<file path="config.mk">
export PLATFORM = sky130hd
export DESIGN_NAME = utc_date_to_tt_seconds
export DESIGN_NICKNAME = d
export VERILOG_FILES = /design/src/rtl/udtt_pkg.sv /design/src/rtl/utc_date_to_tt_seconds.sv /design/src/rtl/udtt_front.sv /design/src/rtl/udtt_days.sv /design/src/rtl/udtt_scale.sv
export VERILOG_INCLUDE_DIRS = /design/src /design/src/rtl
export SDC_FILE = /design/constraint.sdc
export NUM_CORES = 2
export LEC_CHECK = 0
export BUFFER_PORTS_ARGS = -buffer_cell sky130_fd_sc_hd__clkbuf_2
export CORE_AREA = 2 2 277 279
export DETAILED_ROUTE_END_ITERATION = 7
export DIE_AREA = 0 0 279 281
export PLACE_DENSITY = 0.54
export SETUP_SLACK_MARGIN = 0.2
export SLEW_MARGIN = 0
export SYNTH_ARGS = -nofsm -noshare
export SYNTH_HDL_FRONTEND = slang
export SYNTH_SLANG_ARGS = --single-unit
</file>
<file path="constraint.sdc">
create_clock -name clk -period 8.4 [get_ports clk]
set_input_delay 1.68 -clock clk [delete_from_list [all_inputs] [get_ports clk]]
set_output_delay 1.68 -clock clk [all_outputs]
set_load 0.005 [all_outputs]
</file>
<file path="src/rtl/assert_macros.svh">
// Assertion macros shared by the RTL of the date-to-seconds block.
// Depends on nothing; files that assert include it by name.
`ifndef ASSERT_MACROS_SVH
`define ASSERT_MACROS_SVH

// Same-cycle implication, disabled while reset is asserted.
`define UDTT_ASSERT_NOW(label, clk, rst_n, ante, cons) \
  label: assert property (@(posedge clk) disable iff (!rst_n) (ante) |-> (cons)) \
    else $error("udtt assertion failed");

// Next-cycle implication, disabled while reset is asserted.
`define UDTT_ASSERT_NEXT(label, clk, rst_n, ante, cons) \
  label: assert property (@(posedge clk) disable iff (!rst_n) (ante) |=> (cons)) \
    else $error("udtt assertion failed");

`endif

</file>
<file path="src/rtl/udtt_pkg.sv">
// Shared types, widths, constants and the month table of the date-to-seconds block.
// Depends on nothing.
`default_nettype none

package udtt_pkg;

  // Field widths.
  localparam int unsigned YearW  = 12;
  localparam int unsigned MonthW = 4;
  localparam int unsigned DayW   = 5;
  localparam int unsigned HourW  = 5;
  localparam int unsigned MinW   = 6;
  localparam int unsigned MsW    = 16;
  localparam int unsigned TtW    = 45;

  // Internal widths.
  localparam int unsigned YOffW  = 12;   // years since the base year
  localparam int unsigned ElapW  = 4;    // elapsed months, 0 .. 12
  localparam int unsigned CentW  = 6;    // centuries, at most 41
  localparam int unsigned DaysW  = 21;   // whole days before the date
  localparam int unsigned TodW   = 34;   // signed time of day in ms
  localparam int unsigned DbmW   = 9;    // days before a month
  localparam int unsigned RecipW = 17;   // reciprocal of 100, scaled
  localparam int unsigned RecipShift = 22;

  // Calendar and time constants.
  localparam int unsigned BaseYear        = 2000;
  localparam int unsigned YearSpanDefault = 400;
  localparam int unsigned Recip100        = 41944;  // ceil(2^22 / 100)
  localparam longint unsigned MsPerDay    = 86400000;
  localparam longint unsigned MsPerHour   = 3600000;
  localparam longint unsigned MsPerMinute = 60000;
  localparam longint unsigned EpochOffsetMs = 43135816;

  // Fields of one request after the input register.
  typedef struct packed {
    logic [YOffW-1:0] y_off;
    logic [ElapW-1:0] elapsed;
    logic [DayW-1:0]  day;
    logic [HourW-1:0] hour;
    logic [MinW-1:0]  minute;
    logic [MsW-1:0]   ms;
  } udtt_item_t;

  // Control that travels with a request through the pipeline.
  typedef struct packed {
    logic valid;
    logic oor;
  } udtt_ctl_t;

  // Days before the start of a month in a common year, by elapsed months.
  function automatic logic [DbmW-1:0] days_before_month(input logic [ElapW-1:0] e);
    logic [DbmW-1:0] d;
    case (e)
      4'd0:    d = 9'd0;
      4'd1:    d = 9'd31;
      4'd2:    d = 9'd59;
      4'd3:    d = 9'd90;
      4'd4:    d = 9'd120;
      4'd5:    d = 9'd151;
      4'd6:    d = 9'd181;
      4'd7:    d = 9'd212;
      4'd8:    d = 9'd243;
      4'd9:    d = 9'd273;
      4'd10:   d = 9'd304;
      4'd11:   d = 9'd334;
      default: d = 9'd365;
    endcase
    return d;
  endfunction

endpackage

`default_nettype wire

</file>
<file path="src/rtl/utc_date_to_tt_seconds.sv">
// Top level of the calendar-date to milliseconds-since-epoch converter.
// Depends on udtt_pkg, udtt_front, udtt_days, udtt_scale and assert_macros.svh.
//
// Usage: drive the date fields on in_* and raise start for one cycle per
// request. A request is taken at each rising edge where start is high and
// busy is low; busy never rises, so a new request may come every cycle.
// Each request yields exactly one result: out_valid is high for one cycle
// with out_tt_ms and out_out_of_range.
// Throughput is one request per cycle, set by a four-register pipeline
// (input, century and time of day, day count, scaling by the milliseconds
// of a day).
// Years outside the supported span give out_out_of_range high and zero ms.
// The receiver cannot stall; results must be taken when out_valid is high.
// Reset (rst_n low, synchronous) clears all valid bits, so nothing in
// flight comes out afterwards.
`default_nettype none
`include "assert_macros.svh"

module utc_date_to_tt_seconds #(
  parameter int unsigned YEAR_SPAN = udtt_pkg::YearSpanDefault
) (
  input  wire logic                              clk,
  input  wire logic                              rst_n,
  input  wire logic                              start,
  output logic                                   busy,
  input  wire logic [udtt_pkg::YearW-1:0]        in_year,
  input  wire logic [udtt_pkg::MonthW-1:0]       in_month,
  input  wire logic [udtt_pkg::DayW-1:0]         in_day,
  input  wire logic [udtt_pkg::HourW-1:0]        in_hour,
  input  wire logic [udtt_pkg::MinW-1:0]         in_minute,
  input  wire logic [udtt_pkg::MsW-1:0]          in_millisecond,
  output logic                                   out_valid,
  output logic signed [udtt_pkg::TtW-1:0]        out_tt_ms,
  output logic                                   out_out_of_range
);

  localparam int unsigned CmpW = udtt_pkg::YearW + 1;

  udtt_pkg::udtt_ctl_t               ctl_a, ctl_c;
  udtt_pkg::udtt_item_t              item_a;
  logic [udtt_pkg::DaysW-1:0]        days_c;
  logic signed [udtt_pkg::TodW-1:0]  tod_c;
  logic                              accept;

  // The pipeline takes a request every cycle.
  assign busy   = 1'b0;
  assign accept = start && !busy;

  udtt_front #(
    .YEAR_SPAN (YEAR_SPAN)
  ) u_front (
    .clk         (clk),
    .rst_n       (rst_n),
    .accept      (accept),
    .year        (in_year),
    .month       (in_month),
    .day         (in_day),
    .hour        (in_hour),
    .minute      (in_minute),
    .millisecond (in_millisecond),
    .ctl_o       (ctl_a),
    .item_o      (item_a)
  );

  udtt_days u_days (
    .clk    (clk),
    .rst_n  (rst_n),
    .ctl_i  (ctl_a),
    .item_i (item_a),
    .ctl_o  (ctl_c),
    .days_o (days_c),
    .tod_o  (tod_c)
  );

  udtt_scale u_scale (
    .clk      (clk),
    .rst_n    (rst_n),
    .ctl_i    (ctl_c),
    .days_i   (days_c),
    .tod_i    (tod_c),
    .valid_o  (out_valid),
    .tt_ms_o  (out_tt_ms),
    .oor_o    (out_out_of_range)
  );

  // A result only follows an earlier request.
  `UDTT_ASSERT_NOW(a_result_has_request, clk, rst_n, out_valid, $past(start, 4))
  // An out-of-range result carries zero milliseconds.
  `UDTT_ASSERT_NOW(a_oor_zero, clk, rst_n, out_valid && out_out_of_range, out_tt_ms == '0)
  // The range flag matches the year of the request that caused it.
  `UDTT_ASSERT_NOW(a_oor_matches_year, clk, rst_n, out_valid,
    out_out_of_range == ((CmpW'($past(in_year, 4)) < CmpW'(udtt_pkg::BaseYear)) ||
                         (CmpW'($past(in_year, 4)) >= CmpW'(udtt_pkg::BaseYear + YEAR_SPAN))))

endmodule

`default_nettype wire

</file>
<file path="src/rtl/udtt_front.sv">
// Input register of the date-to-seconds block: range check and month clamp.
// Depends on udtt_pkg.
`default_nettype none

module udtt_front #(
  parameter int unsigned YEAR_SPAN = udtt_pkg::YearSpanDefault
) (
  input  wire logic                          clk,
  input  wire logic                          rst_n,
  input  wire logic                          accept,
  input  wire logic [udtt_pkg::YearW-1:0]    year,
  input  wire logic [udtt_pkg::MonthW-1:0]   month,
  input  wire logic [udtt_pkg::DayW-1:0]     day,
  input  wire logic [udtt_pkg::HourW-1:0]    hour,
  input  wire logic [udtt_pkg::MinW-1:0]     minute,
  input  wire logic [udtt_pkg::MsW-1:0]      millisecond,
  output udtt_pkg::udtt_ctl_t                ctl_o,
  output udtt_pkg::udtt_item_t               item_o
);

  localparam int unsigned CmpW = udtt_pkg::YearW + 1;
  localparam logic [CmpW-1:0] LimLo = CmpW'(udtt_pkg::BaseYear);
  localparam logic [CmpW-1:0] LimHi = CmpW'(udtt_pkg::BaseYear + YEAR_SPAN);

  udtt_pkg::udtt_ctl_t  ctl_r, ctl_nxt;
  udtt_pkg::udtt_item_t item_r, item_nxt;
  logic [CmpW-1:0]      year_ext;

  // Year span check and clamping of the elapsed month count.
  always_comb begin
    year_ext       = CmpW'(year);
    ctl_nxt.valid  = accept;
    ctl_nxt.oor    = (year_ext < LimLo) || (year_ext >= LimHi);
    item_nxt.y_off = udtt_pkg::YOffW'(year - udtt_pkg::YearW'(udtt_pkg::BaseYear));
    if (month == '0) begin
      item_nxt.elapsed = '0;
    end else if (month > 4'd13) begin
      item_nxt.elapsed = 4'd12;
    end else begin
      item_nxt.elapsed = month - 4'd1;
    end
    item_nxt.day    = day;
    item_nxt.hour   = hour;
    item_nxt.minute = minute;
    item_nxt.ms     = millisecond;
  end

  // Input register; payload is loaded only on an accepted request.
  always_ff @(posedge clk) begin
    if (!rst_n) begin
      ctl_r <= '0;
    end else begin
      ctl_r <= ctl_nxt;
    end
    if (accept) begin
      item_r <= item_nxt;
    end
  end

  assign ctl_o  = ctl_r;
  assign item_o = item_r;

endmodule

`default_nettype wire

</file>
<file path="src/rtl/udtt_days.sv">
// Day count of the date-to-seconds block: centuries by reciprocal, leap rule, month table.
// Depends on udtt_pkg.
`default_nettype none

module udtt_days (
  input  wire logic                               clk,
  input  wire logic                               rst_n,
  input  udtt_pkg::udtt_ctl_t                     ctl_i,
  input  udtt_pkg::udtt_item_t                    item_i,
  output udtt_pkg::udtt_ctl_t                     ctl_o,
  output logic [udtt_pkg::DaysW-1:0]              days_o,
  output logic signed [udtt_pkg::TodW-1:0]        tod_o
);

  localparam int unsigned VW = udtt_pkg::YOffW + 1;
  localparam int unsigned PW = VW + udtt_pkg::RecipW;
  localparam int unsigned TW = udtt_pkg::TodW;
  localparam int unsigned DW = udtt_pkg::DaysW;
  localparam int unsigned CW = udtt_pkg::CentW;
  localparam int unsigned RS = udtt_pkg::RecipShift;

  // Stage B signals.
  logic [VW-1:0]         v_c, v_d;
  logic [PW-1:0]         p_c, p_d;
  logic [CW-1:0]         cent_nxt, cent_r;      // ceil(y / 100)
  logic                  div100_nxt, div100_r;  // y is a multiple of 100
  logic signed [TW-1:0]  tod_nxt, tod_r;
  logic [udtt_pkg::YOffW-1:0] y_r;
  logic [udtt_pkg::ElapW-1:0] elap_r;
  udtt_pkg::udtt_ctl_t   ctl_b_r;

  // Stage C signals.
  logic                  leap;
  logic [DW-1:0]         days_nxt, days_r;
  logic signed [TW-1:0]  tod_c_r;
  udtt_pkg::udtt_ctl_t   ctl_c_r;

  // Centuries by multiplying with a scaled reciprocal of 100; exact for these widths.
  // floor((y+99)/100) and floor((y+100)/100) differ exactly when y is a multiple of 100.
  always_comb begin
    v_c        = VW'(item_i.y_off) + VW'(99);
    v_d        = VW'(item_i.y_off) + VW'(100);
    p_c        = PW'(v_c) * PW'(udtt_pkg::Recip100);
    p_d        = PW'(v_d) * PW'(udtt_pkg::Recip100);
    cent_nxt   = p_c[RS +: CW];
    div100_nxt = (p_d[RS +: CW] != p_c[RS +: CW]);
  end

  // Time of day; a day of zero subtracts one whole day of milliseconds.
  always_comb begin
    tod_nxt = $signed(TW'(item_i.ms))
            + $signed(TW'(item_i.minute)) * $signed(TW'(udtt_pkg::MsPerMinute))
            + $signed(TW'(item_i.hour)) * $signed(TW'(udtt_pkg::MsPerHour))
            + ($signed(TW'(item_i.day)) - $signed(TW'(1)))
              * $signed(TW'(udtt_pkg::MsPerDay));
  end

  always_ff @(posedge clk) begin
    if (!rst_n) begin
      ctl_b_r <= '0;
    end else begin
      ctl_b_r <= ctl_i;
    end
    cent_r   <= cent_nxt;
    div100_r <= div100_nxt;
    tod_r    <= tod_nxt;
    y_r      <= item_i.y_off;
    elap_r   <= item_i.elapsed;
  end

  // Gregorian leap rule on years since 2000 and the whole-day count.
  always_comb begin
    leap = (y_r[1:0] == 2'b00) && (!div100_r || (cent_r[1:0] == 2'b00));
    days_nxt = DW'(y_r) * DW'(365)
             + DW'((DW'(y_r) + DW'(3)) >> 2)
             - DW'(cent_r)
             + DW'((DW'(cent_r) + DW'(3)) >> 2)
             + DW'(udtt_pkg::days_before_month(elap_r))
             + DW'(leap && (elap_r >= 4'd2));
  end

  always_ff @(posedge clk) begin
    if (!rst_n) begin
      ctl_c_r <= '0;
    end else begin
      ctl_c_r <= ctl_b_r;
    end
    days_r  <= days_nxt;
    tod_c_r <= tod_r;
  end

  assign ctl_o  = ctl_c_r;
  assign days_o = days_r;
  assign tod_o  = tod_c_r;

endmodule

`default_nettype wire

</file>
<file path="src/rtl/udtt_scale.sv">
// Output stage of the date-to-seconds block: days to milliseconds, offset, result register.
// Depends on udtt_pkg.
`default_nettype none

module udtt_scale (
  input  wire logic                               clk,
  input  wire logic                               rst_n,
  input  udtt_pkg::udtt_ctl_t                     ctl_i,
  input  wire logic [udtt_pkg::DaysW-1:0]         days_i,
  input  wire logic signed [udtt_pkg::TodW-1:0]   tod_i,
  output logic                                    valid_o,
  output logic signed [udtt_pkg::TtW-1:0]         tt_ms_o,
  output logic                                    oor_o
);

  localparam int unsigned TW = udtt_pkg::TtW;
  localparam int unsigned MW = udtt_pkg::DaysW + 27;

  logic [MW-1:0]          prod;
  logic [TW-1:0]          tt_nxt, tt_r;
  logic                   valid_r, oor_r;

  // Scale days to ms, add time of day, subtract epoch offset, wrap to width; zero if oor.
  always_comb begin
    prod   = MW'(days_i) * MW'(udtt_pkg::MsPerDay);
    tt_nxt = TW'(prod) + TW'(tod_i) - TW'(udtt_pkg::EpochOffsetMs);
    if (ctl_i.oor) begin
      tt_nxt = '0;
    end
  end

  always_ff @(posedge clk) begin
    if (!rst_n) begin
      valid_r <= 1'b0;
    end else begin
      valid_r <= ctl_i.valid;
    end
    oor_r <= ctl_i.oor;
    tt_r  <= tt_nxt;
  end

  assign valid_o = valid_r;
  assign oor_o   = oor_r;
  assign tt_ms_o = $signed(tt_r);

endmodule

`default_nettype wire

</file>
=== Word-level counts from Yosys, hierarchy flattened ===
Memories as Yosys holds them, arrays and structs flattened. A register that Yosys moved wholly into a read port is not among the register bits.
Cells that the tools add are included.

* Reduce and logical (&&, ||, !) cells: 9
* Multipliers: 7
* Add/sub/neg operators: 17
* Equality and inequality tests: 1
* Order comparisons: 4
* Multiplexer cells: 1

{| class="wikitable"
|+ Operators with widths
! operator !! count
|-
| 34-bit adder || 2
|-
| 13-bit by 13-bit multiplier with 25-bit output, second input constant || 2
|-
| 45-bit adder || 1
|-
| 45-bit by 26-bit subtractor with 45-bit output, second input constant || 1
|-
| 21-bit by 19-bit adder with 21-bit output || 2
|-
| 21-bit by 17-bit multiplier with 35-bit output, second input constant || 1
|-
| 17-bit by 34-bit adder with 34-bit output || 1
|-
| 34-bit by 18-bit multiplier with 24-bit output, second input constant || 1
|-
| 12-bit by 7-bit adder with 13-bit output, second input constant || 2
|-
| 21-bit by 1-bit adder with 21-bit output || 1
|-
| 21-bit by 9-bit adder with 21-bit output || 1
|-
| 12-bit by 9-bit multiplier with 21-bit output, second input constant || 1
|-
| 21-bit by 6-bit subtractor with 21-bit output || 1
|-
| 5-bit by 15-bit multiplier with 20-bit output, second input constant || 1
|-
| 6-bit by 11-bit multiplier with 17-bit output, second input constant || 1
|-
| 12-bit by 2-bit adder with 13-bit output, second input constant || 1
|-
| 12-bit >= comparator, second input constant || 1
|-
| 12-bit by 11-bit less-than comparator with 1-bit output, second input constant || 1
|-
| 12-bit by 11-bit subtractor with 12-bit output, second input constant || 1
|-
| 6-bit by 2-bit adder with 7-bit output, second input constant || 1
|-
| 6-bit inequality test || 1
|-
| 5-bit by 1-bit subtractor with 6-bit output, second input constant || 1
|-
| 4-bit by 2-bit >= comparator with 1-bit output, second input constant || 1
|-
| 4-bit greater-than comparator, second input constant || 1
|-
| other kinds (8) || 11
|}

* Output and inout bits: 48
* Memories kept: 1
* Input bits: 51
* Word-level logic and storage cells: 63
* Register bits after elaboration: 213
* ROM bits: 144

{| class="wikitable"
|+ Memories
! name !! words !! bits a word !! rd ports !! clocked after Yosys merged registers in !! write ports !! RTL line !! source
|-
| (no name shown) || 16 || 9 || 1 || 1 || 0 || udtt_pkg.sv:54 || <nowiki>case (e)</nowiki>
|}

=== Depth between registers and ports, before layout ===
* Depth after elaboration: 6
* Mapped depth: 33
* Mapped depth without buffers: 33

=== Hierarchy ===
From an unflattened synthesis, not the netlist that was laid out.

* Cell total of the unflattened synthesis: 3265
* Area, all modules: 31248.7 sq um

{| class="wikitable"
|+ Modules (own cells, without submodules)
! module !! sequential area each (sq um) !! area each (sq um) !! instances !! cells an instance
|-
| udtt_days || 2482.4 || 19213.4 || 1 || 2007
|-
| udtt_scale || 940.9 || 10248.6 || 1 || 1162
|-
| udtt_front || 1481.4 || 1775.5 || 1 || 94
|-
| utc_date_to_tt_seconds || 0.0 || 11.3 || 1 || 2
|}

=== Least setup slack after synthesis ===
No wires, ideal clock.

* Kind: reg-to-reg
* Start point: register u_days.days_r[2] (netlist: u_days.days_o[2])
* End point: register u_scale.tt_r[44] (netlist: u_scale.tt_ms_o[44])
* Buffers on the path: 0
* Period minus slack after synthesis: 7.196 ns
* Path slack: 1.204 ns
* Required time: 8.277 ns
* Library setup time: 0.123 ns
* Stages on the path, launching flop included: 32
* Arrival time: 7.073 ns
* Cells stage by stage: dfxtp_1 > ha_1 > xor2_1 > ha_1 > fa_1 > inv_1 > fa_1 > fa_1 > fa_1 > inv_1 > ha_1 > a21o_1 > a21o_1 > a21oi_1 > o21ai_2 > o311ai_1 > and2_1 > o21ai_0 > a21oi_1 > xor2_1 > ha_1 > inv_1 > ha_1 > a21o_1 > a21o_1 > a21oi_1 > o21ai_0 > a211oi_1 > nor2_1 > a41oi_2 > xnor2_1 > mux2_1

* Cells in the longest elaborated chain, start to end: 3

{| class="wikitable"
|+ RTL lines
! what !! RTL line !! source
|-
| start: declaration || udtt_days.sv:34 || <nowiki>logic [DW-1:0] days_nxt, days_r;</nowiki>
|-
| start signal: assignment || udtt_days.sv:88 || <nowiki>days_r <= days_nxt;</nowiki>
|-
| 21-bit by 17-bit multiplier with 35-bit output || udtt_scale.sv:25 || <nowiki>prod = MW'(days_i) * MW'(udtt_pkg::MsPerDay);</nowiki>
|-
| 45-bit adder || udtt_scale.sv:26 || <nowiki>tt_nxt = TW'(prod) + TW'(tod_i) - TW'(udtt_pkg::EpochOffsetMs);</nowiki>
|-
| 45-bit by 26-bit subtractor with 45-bit output || udtt_scale.sv:26 ||
|-
| end signal: assignment || udtt_scale.sv:39 || <nowiki>tt_r <= tt_nxt;</nowiki>
|-
| end: declaration || udtt_scale.sv:20 || <nowiki>logic [TW-1:0] tt_nxt, tt_r;</nowiki>
|}

No other way between the ends.
A chain may end at the register's enable or synchronous reset.

=== Final worst setup path ===
Ends and elaborated chain as after synthesis.

==> impl_results.md <==
* Hold Crit Class: reg -> reg
* Post-synth EDFFs at 48
* Vias in the first global route at around 21000
* I/O Pins at 99
* Pin count of the biggest net entering global routing at 54
* Final Hold Fails at 0
* Worst-Skew Late Latency at 0.59 ns
* Commonest non-fill, non-tap cell in the layout: inv_1
* CP endpoint kind: flip-flop
* Yosys cell types at 77
* Commonest cells after routing, fill and taps aside: inv_1 (793), ha_1 (680), fa_1 (354)
* Status: finished, final reports clean
* Die Wd at around 280 um
* Detailed placement HPWL at about 57000 um
* Worst-path fanout max at 9
* Die area at roughly 80000 um^2
* Avg Vias per Cell at 4.78
* CP Data Required Time at 8.86 ns
* TritonCTS clock tree: done
* Post-route minimum period at 7.65 ns
* CP max stage cell: fa_1
* RD Place Congestion at approximately 0.85
* Vias at roughly 21000
* Overflow after GRT at 0
* DRC Markers at 0
* Unrepaired setup endpoints after global routing: no
* Slew Limit Fails at 0
* Initial antenna violation count at 0
* Skew final at 0.0169 ns
* YS warnings at 0
* Sequential area share after synthesis at 16.0%
* Post-Route WL at 65100 um
* Clk root buf: clkbuf_16
* Top FF cell, synth: dfxtp_1
* Clk buf depth at 3
* Setup TNS at 0 ns
* Reg2reg path depth at 31
* Final WS setup at 0.753 ns
* Nets@finish at between 4000 and 5000
* Initial Util at 40.7%
* Initial DRC count at roughly 830
* Hold Path Stages at 0
* Synthesized cell area at a little over 30000 um^2
* Min-delay src: u_days.tod_r[25]$_DFF_P_
* CTS sink cnt at roughly 220
* Total GRT Usage at ~17%
* Tcrit/Tclk final at 91.0%
* # setup viols final at 0
* # rows at between 100 and 150
* Clock-pin transition on the worst setup and hold timing paths at 0.06 ns
* Number of synthesized register bits at between 200 and 250
* WHS Endpoint: u_days.tod_o[25]$_DFF_P_
* Crit path DAT at 8.11 ns
* Post-Place Cells at approximately 4300
* First-pass detailed-route iteration total at 5
* CTS HTree Levels at 1
* Share of layout cells above drive strength 1 at approximately 6.4%
* # Max-Cap Violations at 0
* First-pass GRT wire length at 109000 um
* Reg2Reg Capture Point: u_scale.tt_ms_o[44]$_SDFF_PP0_
* Worst Tran Pin Value at ~1.1 ns
* CP startpoint kind: flip-flop
* ANT cells at 0
* Crit-path max cell delay at 0.55 ns
* Area growth syn-to-layout at 9.32%
* Async S/R FF share, synth at 0%
* IO buf count at 97
* Cells after Synth at 3186
* Non-Filler Instances at 4322
* WS Path Type: reg -> reg
* Mean Syn Cell Area at 9.63 um^2
* Max Clk Rate at ~0.13 GHz
* Routed Antenna Nets at 0
* Rel. slew slack at about 25%
* R2r startpoint: u_days.days_o[2]$_DFF_P_
* Fillers at 7449
* Mapped Nets at about 4300
* CTS Buf Count at 30
* Postcts setup bufs at 0
* Pre-CTS WS at about 0.48 ns
* Die H at between 200 and 300 um
* Core area at 75400 um^2
* Routed wire length per instance at approximately 15 um
* Flop2flop setup slack at 0.75 ns
* Most frequent CP cell: ha_1
## state kept, by name, summed over array words and instances, names as in the netlist, named ones only
signal / flops
u_front.item_o: 48
u_scale.tt_ms_o: 45
u_days.tod_o: 34
u_days.tod_r: 34
u_days.days_o: 21
u_days.y_r: 12
u_days.cent_r: 6
u_days.elap_r: 3
u_days.ctl_b_r: 2
u_days.ctl_o: 2
u_front.ctl_o: 2
u_days.div100_r: 1
u_scale.oor_o: 1
u_scale.valid_o: 1
## cell usage after synthesis (14+ instances only)
library cell | n | share of area, %
nand4_1 | 14 | 0.29
and2_1 | 17 | 0.35
a21o_1 | 62 | 1.5
inv_1 | 793 | 9.7
nand2b_1 | 22 | 0.45
edfxtp_1 | 48 | 4.7
nor3_1 | 38 | 0.62
nor2_1 | 137 | 1.7
o21ai_0 | 80 | 1.3
a21boi_0 | 14 | 0.34
ha_1 | 680 | 28
nor2b_1 | 26 | 0.53
fa_1 | 354 | 23
nand3_1 | 38 | 0.62
o21bai_1 | 18 | 0.44
xnor2_1 | 142 | 4.1
dfxtp_1 | 173 | 11
or3_1 | 14 | 0.29
a211oi_1 | 20 | 0.49
xor2_1 | 70 | 2.0
and3_1 | 17 | 0.35
o21a_1 | 16 | 0.39
nand2_1 | 88 | 1.1
a31oi_1 | 14 | 0.29
a21oi_1 | 139 | 2.3
## logic make-up (layout without fill, tap and decap cells)
group	Yosys count	after routing	synth area share (%)
AOI/OAI and AO/OA	452	452	9.64
adders and majority gates	1034	1034	50.8
and+or+nand+nor	449	449	7.15
xor gates and xnor gates	213	213	6.13
DFF	221	221	16.0
muxes	9	9	0.335
other	1	1	0.0122
buffers and inverters	807	965	9.89
## worst max-delay path: cells and delay by family (launching register included)
family          cells  cell delay (ns)
mux                 1             0.34
fa+ha+maj           9             3.64
simple gates        2             0.31
xor+xnor            3             0.42
compound gates     13             2.20
flops               1             0.45
buf+inv             3             0.14
## cell type report
cell class	count	area, um^2	share of cell area (%)
clock buffers	36	815	2.43
inverters	793	2980	8.88
flip-flops and latches	221	4920	14.7
multi-input cells	2158	22800	67.9
repair buffers	116	628	1.87
clock inverters	20	218	0.649
well taps	978	1220	3.65
## worst max path at each step
stage | startpoint | endpoint | slack (ns) | cells past startpoint
final | u_days.days_o[2]$_DFF_P_ | u_scale.tt_ms_o[44]$_SDFF_PP0_ | 0.75 | 31
after global routing | u_days.days_o[1]$_DFF_P_ | u_scale.tt_ms_o[44]$_SDFF_PP0_ | 0.21 | 32
after CTS | u_days.days_o[2]$_DFF_P_ | u_scale.tt_ms_o[41]$_SDFF_PP0_ | 0.48 | 30
after detailed placement | u_days.days_o[2]$_DFF_P_ | u_scale.tt_ms_o[41]$_SDFF_PP0_ | 0.48 | 30
after global placement | u_days.days_o[2]$_DFF_P_ | u_scale.tt_ms_o[44]$_SDFF_PP0_ | 0.72 | 31
after floorplan | u_days.days_o[2]$_DFF_P_ | u_scale.tt_ms_o[44]$_SDFF_PP0_ | 1.20 | 31
## stage by stage
stage	hold WS [ns]	utilization (%)	cell area (um^2)
3_3_place_gp	0.310	43.0	32500
6_report	0.321	44.4	33500
3_5_place_dp	0.312	43.0	32500
4_1_cts	0.320	44.4	33500
5_1_grt	0.329	44.4	33500
2_1_floorplan	0.310	-	30700
## routing by layer
| layer | share of wire (%) | GRT usage [%] | vias to the layer above |
|---|---|---|---|
| li1 | - | - | 10600 |
| met1 | 53 | 26.2 | 9821 |
| met2 | 43 | 26.7 | 212 |
| met3 | 3.2 | 1.98 | 45 |
| met4 | 1.3 | 2.50 | 0 |
| met5 | 0 | 0 | - |
## what timing repair did
item                                   CTS  global route
endpoints found under the hold margin    0             0
resized for setup                        0            11
hold buffers                             0             0
setup endpoints to repair                0             2
Power is left out: the tool's default activity adds up to more than one toggle a clock period on the data nets, which glitch-free logic cannot reach.
